--- config.mk ---
export PLATFORM = sky130hd
export DESIGN_NAME = hdmc_ctrl
export DESIGN_NICKNAME = d
export VERILOG_FILES = /design/src/rtl/core/hdmc_pkg.sv /design/src/rtl/core/hdmc_ctrl.sv
export SDC_FILE = /design/constraint.sdc
export NUM_CORES = 1
export LEC_CHECK = 0
export ABC_AREA = 0
export BUFFER_PORTS_ARGS = -buffer_cell sky130_fd_sc_hd__buf_2
export CORE_AREA = 2 2 39 41
export DETAILED_ROUTE_END_ITERATION = 8
export DIE_AREA = 0 0 41 43
export PLACE_DENSITY = 0.54
export SLEW_MARGIN = 20
export SYNTH_ARGS = -nofsm -noshare
export SYNTH_HDL_FRONTEND = slang
export SYNTH_SLANG_ARGS = --single-unit
export TNS_END_PERCENT = 5
--- constraint.sdc ---
create_clock -name clk_i -period 1.3 [get_ports clk_i]
set_input_delay 0.195 -clock clk_i [delete_from_list [all_inputs] [get_ports clk_i]]
set_output_delay 0.195 -clock clk_i [all_outputs]
set_load 0.01 [all_outputs]
--- src/rtl/core/hdmc_pkg.sv ---
// Shared types, codes and constants of the hashed direct-mapped lookup cache.
package hdmc_pkg;

  localparam int unsigned SLOTS_DEF = 4096;

  localparam int unsigned ADDR_W  = 32;
  localparam int unsigned VAL_W   = 64;
  localparam int unsigned FTYPE_W = 4;
  localparam int unsigned TYPE_W  = 3;
  localparam int unsigned TAG_W   = 2 * ADDR_W;
  localparam int unsigned ENTRY_W = TAG_W + VAL_W + TYPE_W;
  localparam int unsigned CNT_W   = 32;

  // Hash fold shifts and the largest type that is kept in the store.
  localparam int unsigned TBL_SHIFT = 16;
  localparam int unsigned KEY_SHIFT = 14;
  localparam logic [FTYPE_W-1:0] TYPE_MAX = 4'd4;

  typedef enum logic [1:0] {
    CMD_LOOKUP = 2'd0,
    CMD_FILL   = 2'd1,
    CMD_CLEAR  = 2'd2
  } cmd_e;

  typedef enum logic [2:0] {
    OUT_BYPASS  = 3'd0,
    OUT_HIT     = 3'd1,
    OUT_MISS    = 3'd2,
    OUT_FILLED  = 3'd3,
    OUT_SKIPPED = 3'd4,
    OUT_CLEARED = 3'd5
  } outcome_e;

  typedef enum logic [2:0] {
    ST_INIT,
    ST_IDLE,
    ST_EXEC,
    ST_LOOK,
    ST_SWEEP,
    ST_CLR_DONE
  } state_e;

  typedef struct packed {
    logic [1:0]         command;
    logic [ADDR_W-1:0]  table_address;
    logic [ADDR_W-1:0]  key_address;
    logic               bypass;
    logic [VAL_W-1:0]   fill_value;
    logic [FTYPE_W-1:0] fill_type;
  } req_t;

  typedef struct packed {
    logic [2:0]        outcome;
    logic [VAL_W-1:0]  cached_value;
    logic [TYPE_W-1:0] cached_type;
    logic [CNT_W-1:0]  hit_total;
    logic [CNT_W-1:0]  miss_total;
  } rsp_t;

  typedef struct packed {
    logic load_req;
    logic mem_rd;
    logic mem_wr;
    logic sweep;
    logic res_load;
  } ctl_cmd_t;

  typedef struct packed {
    logic idx_ready;
    logic is_clear;
    logic is_lookup;
    logic is_fill;
    logic fill_ok;
    logic sweep_last;
    logic out_free;
  } ctl_sts_t;

endpackage

--- src/rtl/core/hdmc_ctrl.sv ---
// Control state machine: request intake, store sweep, lookup and result sequencing.
module hdmc_ctrl (
  input  logic                clk_i,
  input  logic                rst_ni,
  input  logic                in_valid_i,
  output logic                in_ready_o,
  input  hdmc_pkg::ctl_sts_t  sts_i,
  output hdmc_pkg::ctl_cmd_t  cmd_o
);
  import hdmc_pkg::*;

  state_e state_q, state_d;

  always_ff @(posedge clk_i or negedge rst_ni) begin
    if (!rst_ni) begin
      state_q <= ST_INIT;
    end else begin
      state_q <= state_d;
    end
  end

  always_comb begin
    state_d    = state_q;
    in_ready_o = 1'b0;
    cmd_o      = '0;
    unique case (state_q)
      ST_INIT: begin
        cmd_o.sweep = 1'b1;
        if (sts_i.sweep_last) begin
          state_d = ST_IDLE;
        end
      end
      ST_IDLE: begin
        in_ready_o = 1'b1;
        if (in_valid_i) begin
          cmd_o.load_req = 1'b1;
          state_d        = ST_EXEC;
        end
      end
      ST_EXEC: begin
        if (sts_i.idx_ready) begin
          if (sts_i.is_clear) begin
            state_d = ST_SWEEP;
          end else if (sts_i.is_lookup) begin
            cmd_o.mem_rd = 1'b1;
            state_d      = ST_LOOK;
          end else if (sts_i.out_free) begin
            // write the slot in the same cycle the result is committed
            cmd_o.res_load = 1'b1;
            cmd_o.mem_wr   = sts_i.is_fill & sts_i.fill_ok;
            state_d        = ST_IDLE;
          end
        end
      end
      ST_LOOK: begin
        if (sts_i.out_free) begin
          cmd_o.res_load = 1'b1;
          state_d        = ST_IDLE;
        end
      end
      ST_SWEEP: begin
        cmd_o.sweep = 1'b1;
        if (sts_i.sweep_last) begin
          state_d = ST_CLR_DONE;
        end
      end
      ST_CLR_DONE: begin
        if (sts_i.out_free) begin
          cmd_o.res_load = 1'b1;
          state_d        = ST_IDLE;
        end
      end
      default: begin
        state_d = ST_INIT;
      end
    endcase
  end

endmodule

==> results of run 1 <==
-- metal layers --
metal  track usage  vias up  share of wire
li1              -      171              -
met1         0.155      151           0.44
met2         0.138        8           0.49
met3        0.0314        2          0.044
met4         0.120        0          0.030
met5             0        -              0
-- cell type report --
type,instances,share of cell area
Sequential cell,3,0.159
Timing Repair Buffer,22,0.291
Multi-Input combinational cell,25,0.421
Inverter,4,0.0317
Tap cell,16,0.0423
Clock buffer,4,0.0556
-- logic make-up (layout without fill, tap and decap cells) --
kind of cell | count (synthesis) | in the layout | share of synthesized area
AOI/OAI and AO/OA | 9 | 9 | 0.238
and+or+nand+nor | 15 | 15 | 0.383
buffers and inverters | 6 | 30 | 0.0936
DFF | 3 | 3 | 0.255
xor gates and xnor gates | 1 | 1 | 0.0298
-- what timing repair did --
| action | in CTS | in global routing |
|---|---|---|
| gates resized for setup | 3 | 0 |
| buffers inserted | 0 | 1 |
| endpoints found under the hold margin | 3 | 0 |
| hold buffers | 1 | 0 |
| endpoints found under the setup margin | 6 | 8 |
| pin swaps | 4 | 3 |
-- placed cells by master, fill, tap and decap left out --
cell           Yosys  routed
clkbuf_4           0       3
buf_6              0       2
nand3_1            1       1
o21ai_0            1       1
nor3_2             0       1
dfrtp_1            3       3
clkbuf_1           0       1
nand4bb_1          1       1
nand3b_1           1       1
a31o_2             1       1
nor3b_4            1       1
dlygate4sd3_1      0       1
inv_1              4       4
o211ai_1           1       1
and2_1             1       1
nor3_1             2       1
a21oi_1            1       1
nor2_2             0       1
nor2_1             2       1
nor2b_1            1       1
or3_4              1       1
buf_4              1       4
a21boi_2           1       1
buf_2              1      15
o21bai_1           1       1
a221oi_1           1       1
nand2_1            2       2
nor4b_2            1       1
nand2b_1           1       1
xor2_1             1       1
a22o_1             1       1
a211oi_1           1       1
-- worst min-delay path, cell delays in order --
cell and delay (ns):
buf_2 0.14, inv_1 0.05, o21ai_0 0.07
-- through the flow --
stage,setup slack [ns],util
after floorplan,-0.108,-
after global routing,-0.427,0.342
after global placement,-0.0440,0.301
after detailed placement,-0.0826,0.301
final,-0.343,0.342
after CTS,-0.332,0.336
-- final timing paths --
check                      slack (ns)          to  depth (start not counted)       start
setup / recovery                -0.34    cmd_o[0]                          4  state_q[2]
hold / removal                   0.26  state_q[2]                          3    sts_i[5]
setup reg to reg                 0.02  state_q[1]                          4  state_q[0]
hold reg to reg                  0.68  state_q[2]                          3  state_q[2]
max in group asynchronous        0.90  state_q[2]                          2      rst_ni
min in group asynchronous        0.29  state_q[1]                          2      rst_ni
-- power by group through the flow --
stage | clock network, uW | logic [uW] | registers [uW]
5_1_grt | 185 | 695 | 162
4_1_cts | 169 | 626 | 160
6_report | 168 | 630 | 160
3_5_place_dp | 0 | 596 | 158
2_1_floorplan | 0 | 401 | 164
3_3_place_gp | 0 | 598 | 157
==> flow_summary.yaml, run 1 <==
run_status:
  status: "finished, violations left"
  failed_checks: "setup timing"
final_layout:
  antennaDiodeCount: 0
  final_area_um2: 473
  fillCellCount: 146
  ff_latch_area_um2: 75.1
  largest_reg_flops: 3
  post_layout_nonfiller_instances: 74
  multi_input_area_um2: 199
  nets: 69
  reg_top3: "state_q: 3 flops"
  drive_gt1_frac: 0.534
  area_delta_synth_final_pct: 60.9
  largest_register: "state_q"
routing:
  ant_nets: 0
  drt_iter0_drc: 1
  wl_per_cell_um: 10.2
  viasPerCell: 4.49
  finalWirelength_um: 755
  first_pass_iters: 2
  num_vias: 332
  drc: 0
timing:
  slew_violations: 0
  rsz0062_at_grt: "yes"
  finalSetupTns_ns: -1.16
  setup_viol: 5
  whs_ns: 0.264
  post-route-period-util: 1.26
  max_freq_mhz: 609
  finalHoldViolCount: 0
  fin_ws_ns: -0.343
  skew_ns: 0.00210
  finalCriticalPeriod_ns: 1.64
  worst_pin_slew_ns: 0.288
  max_slew_margin: 0.807
yosys:
  synth_area_leaders: "dfrtp_1 (26%), nor3b_4 (6.4%), inv_1 (5.1%)"
  syn_avg_cell_area_um2: 8.65
  synth_top_area_cell: "dfrtp_1"
  ys_warn_count: 0
  yosysMostFrequentCell: "inv_1"
  async_flop_share: 1.00
  synth-seq-cells: 3
  yosysSeqAreaShare: 0.255
  synthTopCellsByCount: "inv_1 (4), dfrtp_1 (3), nand2_1 (2), nor2_1 (2), nor3_1 (2)"
  synth_edf_count: 0
  ys.flop_type: "dfrtp_1"
  synth_nets: 44
  netlist_area_um2: 294
  synth_cell_type_count: 26
  synthCells: 34
  netlist.area_leader.share: 0.255
floorplan:
  row_count: 14
  core_mm2: 0.00138
  die_area_mm2: 0.00176
  initial_core_util: 0.212
  io_pins: 16
  die_w_um: 41
  fp.dieH_um: 43
critical_path:
  cp_max_fo: 2
  cp.buffers_inverters: 1
  crit_required_ns: 1.11
  cp_data_arrival_time_ns: 1.45
  critical_path.startpoint_type: "flop"
  slowest_stage: "dfrtp_1"
  crit_chain: "nand4bb_1, or3_4, a21boi_2, buf_2"
  cp_top_family: "simple AND/OR/NAND/NOR gates"
  critPathMaxStageDelay_ns: 0.37
  path_class: "reg2out"
  crit_path_end_kind: "primary output"
run:
  max_cap_violations: 0
power:
  p_switching_uw: 370
  power_frac_comb: 0.658
  p_total_uw: 958
  ir_drop_v: 0.000830
  power.density_mw_per_mm2: 2030
  p_seq_frac: 0.167
  p_leak_uw: 0.000232
  power_frac_clock: 0.175
  p_int_uw: 588
  swShare: 0.386
placement:
  placed_area_um2: 417
  placed_cells: 68
  gp_congestion: 0.749
  io_buffer_count: 15
cts:
  cts_tree: "done"
  cts_buffer_depth: 2
  insertion_delay_ns: 0.24
  cts_buffers: 3
  h-tree-depth: 1
  cts_root_buffer: "clkbuf_4"
  clkSinkCount: 3
  cts.reportedPaths.clkPinSlew_ns: 0.03
global_route:
  grtUsageTotal: 0.117
  grt_overflow: 0
  grt_max_degree: 10
  antenna_found_initial: 0
  grt_pass1_vias: 274
  grt_first_pass_wirelength_um: 1270
min_path:
  worstHoldPathType: "in2reg"
Note: power is estimated with default switching activity, not from simulation.
==> run 2, diff against run 1 <==
--- a/config.mk
+++ b/config.mk
@@ -6,11 +6,12 @@
 export NUM_CORES = 1
 export LEC_CHECK = 0
 export ABC_AREA = 0
+export ABC_CLOCK_PERIOD_IN_PS = 1700
 export BUFFER_PORTS_ARGS = -buffer_cell sky130_fd_sc_hd__buf_2
 export CORE_AREA = 2 2 39 41
 export DETAILED_ROUTE_END_ITERATION = 8
 export DIE_AREA = 0 0 41 43
-export PLACE_DENSITY = 0.54
+export PLACE_DENSITY = 0.52
 export SLEW_MARGIN = 20
 export SYNTH_ARGS = -nofsm -noshare
 export SYNTH_HDL_FRONTEND = slang
==> constraint.sdc (replaced) <==
create_clock -name clk_i -period 1.7 [get_ports clk_i]
set_input_delay 0.255 -clock clk_i [delete_from_list [all_inputs] [get_ports clk_i]]
set_output_delay 0.255 -clock clk_i [all_outputs]
set_load 0.01 [all_outputs]
==> run 2 against run 1 <==
Effect of this change: first-iteration DRC count decreased by 100%; core utilization decreased by 1.4 points; clock skew decreased by 0.00092 ns; worst hold slack improved by 0.064 ns; critical path depth unchanged; setup slack improved by 0.35 ns; the flow now finishes without violations; combinational power decreased by 29%; clock power decreased by 26%.
==> flow_summary.yaml, run 2 (synthesis gave the netlist of run 1 again) <==
run_status:
  status: "complete, no violations"
timing:
  setup_viol: 0
  max_slew_margin: 0.817
  whs_ns: 0.328
  finalCriticalPeriod_ns: 1.70
  skew_ns: 0.00118
  slew_violations: 0
  post-route-period-util: 0.999
  max_freq_mhz: 589
  finalHoldViolCount: 0
  worst_pin_slew_ns: 0.273
  rsz0062_at_grt: "yes"
  fin_ws_ns: 0.00222
final_layout:
  final_cell_mix: "buf_2 (15), inv_1 (4), clkbuf_4 (3), buf_4 (3), dfrtp_1 (3)"
  largest_reg_flops: 3
  final_common_cell: "buf_2"
  area_delta_synth_final_pct: 54.5
  nets: 66
  antennaDiodeCount: 0
  reg_top3: "state_q: 3 flops"
  largest_register: "state_q"
  drive_gt1_frac: 0.509
global_route:
  met2_usage: 0.169
  grtUsageTotal: 0.117
  grt_pass1_vias: 316
  use_met3: 0.0157
  grt_max_degree: 10
  grt_first_pass_wirelength_um: 1320
  antenna_found_initial: 0
  top_usage_layer: "met2"
  use_met1: 0.133
  grt_overflow: 0
critical_path:
  cp_max_fo: 3
  cp_data_arrival_time_ns: 1.44
  crit_path_end_kind: "primary output"
  crit_required_ns: 1.44
  path_class: "reg2out"
  critical_path.startpoint_type: "flop"
  r2r_cells: 4
floorplan:
  io_pins: 16
  fp.dieH_um: 43
  row_count: 14
  die_area_mm2: 0.00176
  core_mm2: 0.00138
  initial_core_util: 0.212
  die_w_um: 41
routing:
  drt_iter0_drc: 0
  finalWirelength_um: 753
  first_pass_iters: 1
  viasPerCell: 4.42
  drc: 0
  num_vias: 314
  wl_per_cell_um: 10.6
  ant_nets: 0
min_path:
  worstHoldPathType: "in2reg"
  whs_path_depth: 3
cts:
  cts.reportedPaths.clkPinSlew_ns: 0.04
  h-tree-depth: 1
  cts_tree: "done"
  cts_root_buffer: "clkbuf_4"
  clkSinkCount: 3
  cts_buffer_depth: 2
  insertion_delay_ns: 0.23
  cts_buffers: 3
  postCtsSetupBuffers: 0
placement:
  io_buffer_count: 15
  place_ws_ns: 0.246
  gp_congestion: 0.697
  dp_hpwl_um: 568
power:
  power.density_mw_per_mm2: 1540
  p_leak_uw: 0.000217
  ir_drop_v: 0.000578
run:
  max_cap_violations: 0
[run 2: per-layer routing]
layer | part of all wire | wire (um) | up-vias
li1 | - | - | 163
met1 | 0.42 | 314 | 146
met2 | 0.55 | 417 | 5
met3 | 0.028 | 21 | 0
met4 | 0 | 0 | 0
met5 | 0 | 0 | -
[run 2: final timing paths]
kind                            start         end  slack [ns]
max                        state_q[2]    cmd_o[0]       0.002
min                          sts_i[5]  state_q[2]        0.33
max reg2reg                state_q[1]  state_q[1]        0.40
min reg2reg                state_q[0]  state_q[2]        0.61
max in group asynchronous      rst_ni  state_q[1]        1.24
min in group asynchronous      rst_ni  state_q[2]        0.35
[run 2: layout make-up]
cell class                      instances  area, um2
Multi-Input combinational cell         25        210
Clock buffer                            4       26.3
Timing Repair Buffer                   19        108
Sequential cell                         3       75.1
Fill cell                             158        930
Tap cell                               16       20.0
Inverter                                4       15.0
[run 2: critical path, stage by stage (launching register included)]
cell	delay, ns
dfrtp_1	0.37
nand4bb_4	0.24
or3_4	0.35
a21boi_2	0.11
buf_2	0.13
[run 2: metrics by stage]
| stage | cells | setup TNS [ns] | instance area (um2) | total power (uW) | utilization |
|---|---|---|---|---|---|
| after floorplan | 34 | 0 | 294 | 432 | - |
| after global placement | 66 | 0 | 399 | 553 | 0.288 |
| after detailed placement | 66 | 0 | 399 | 554 | 0.288 |
| after CTS | 71 | 0 | 452 | 716 | 0.326 |
| after global routing | 71 | -0.124 | 454 | 773 | 0.328 |
| final | 71 | 0 | 454 | 700 | 0.328 |
[run 2: power breakdown]
| group | switching (uW) | total, uW | internal [uW] | leakage [uW] |
|---|---|---|---|---|
| sequential | 25.0 | 129 | 105 | 0.0000377 |
| clock | 36.8 | 125 | 88.0 | 0.0000150 |
| combinational | 213 | 446 | 232 | 0.000165 |
[run 2: repair_timing]
action                     4_1_cts  5_1_grt
setup endpoints to repair        2        3
hold endpoints to repair         3        0
gates resized for setup          1        1
pin swaps                        0        1
hold buffers                     1        0
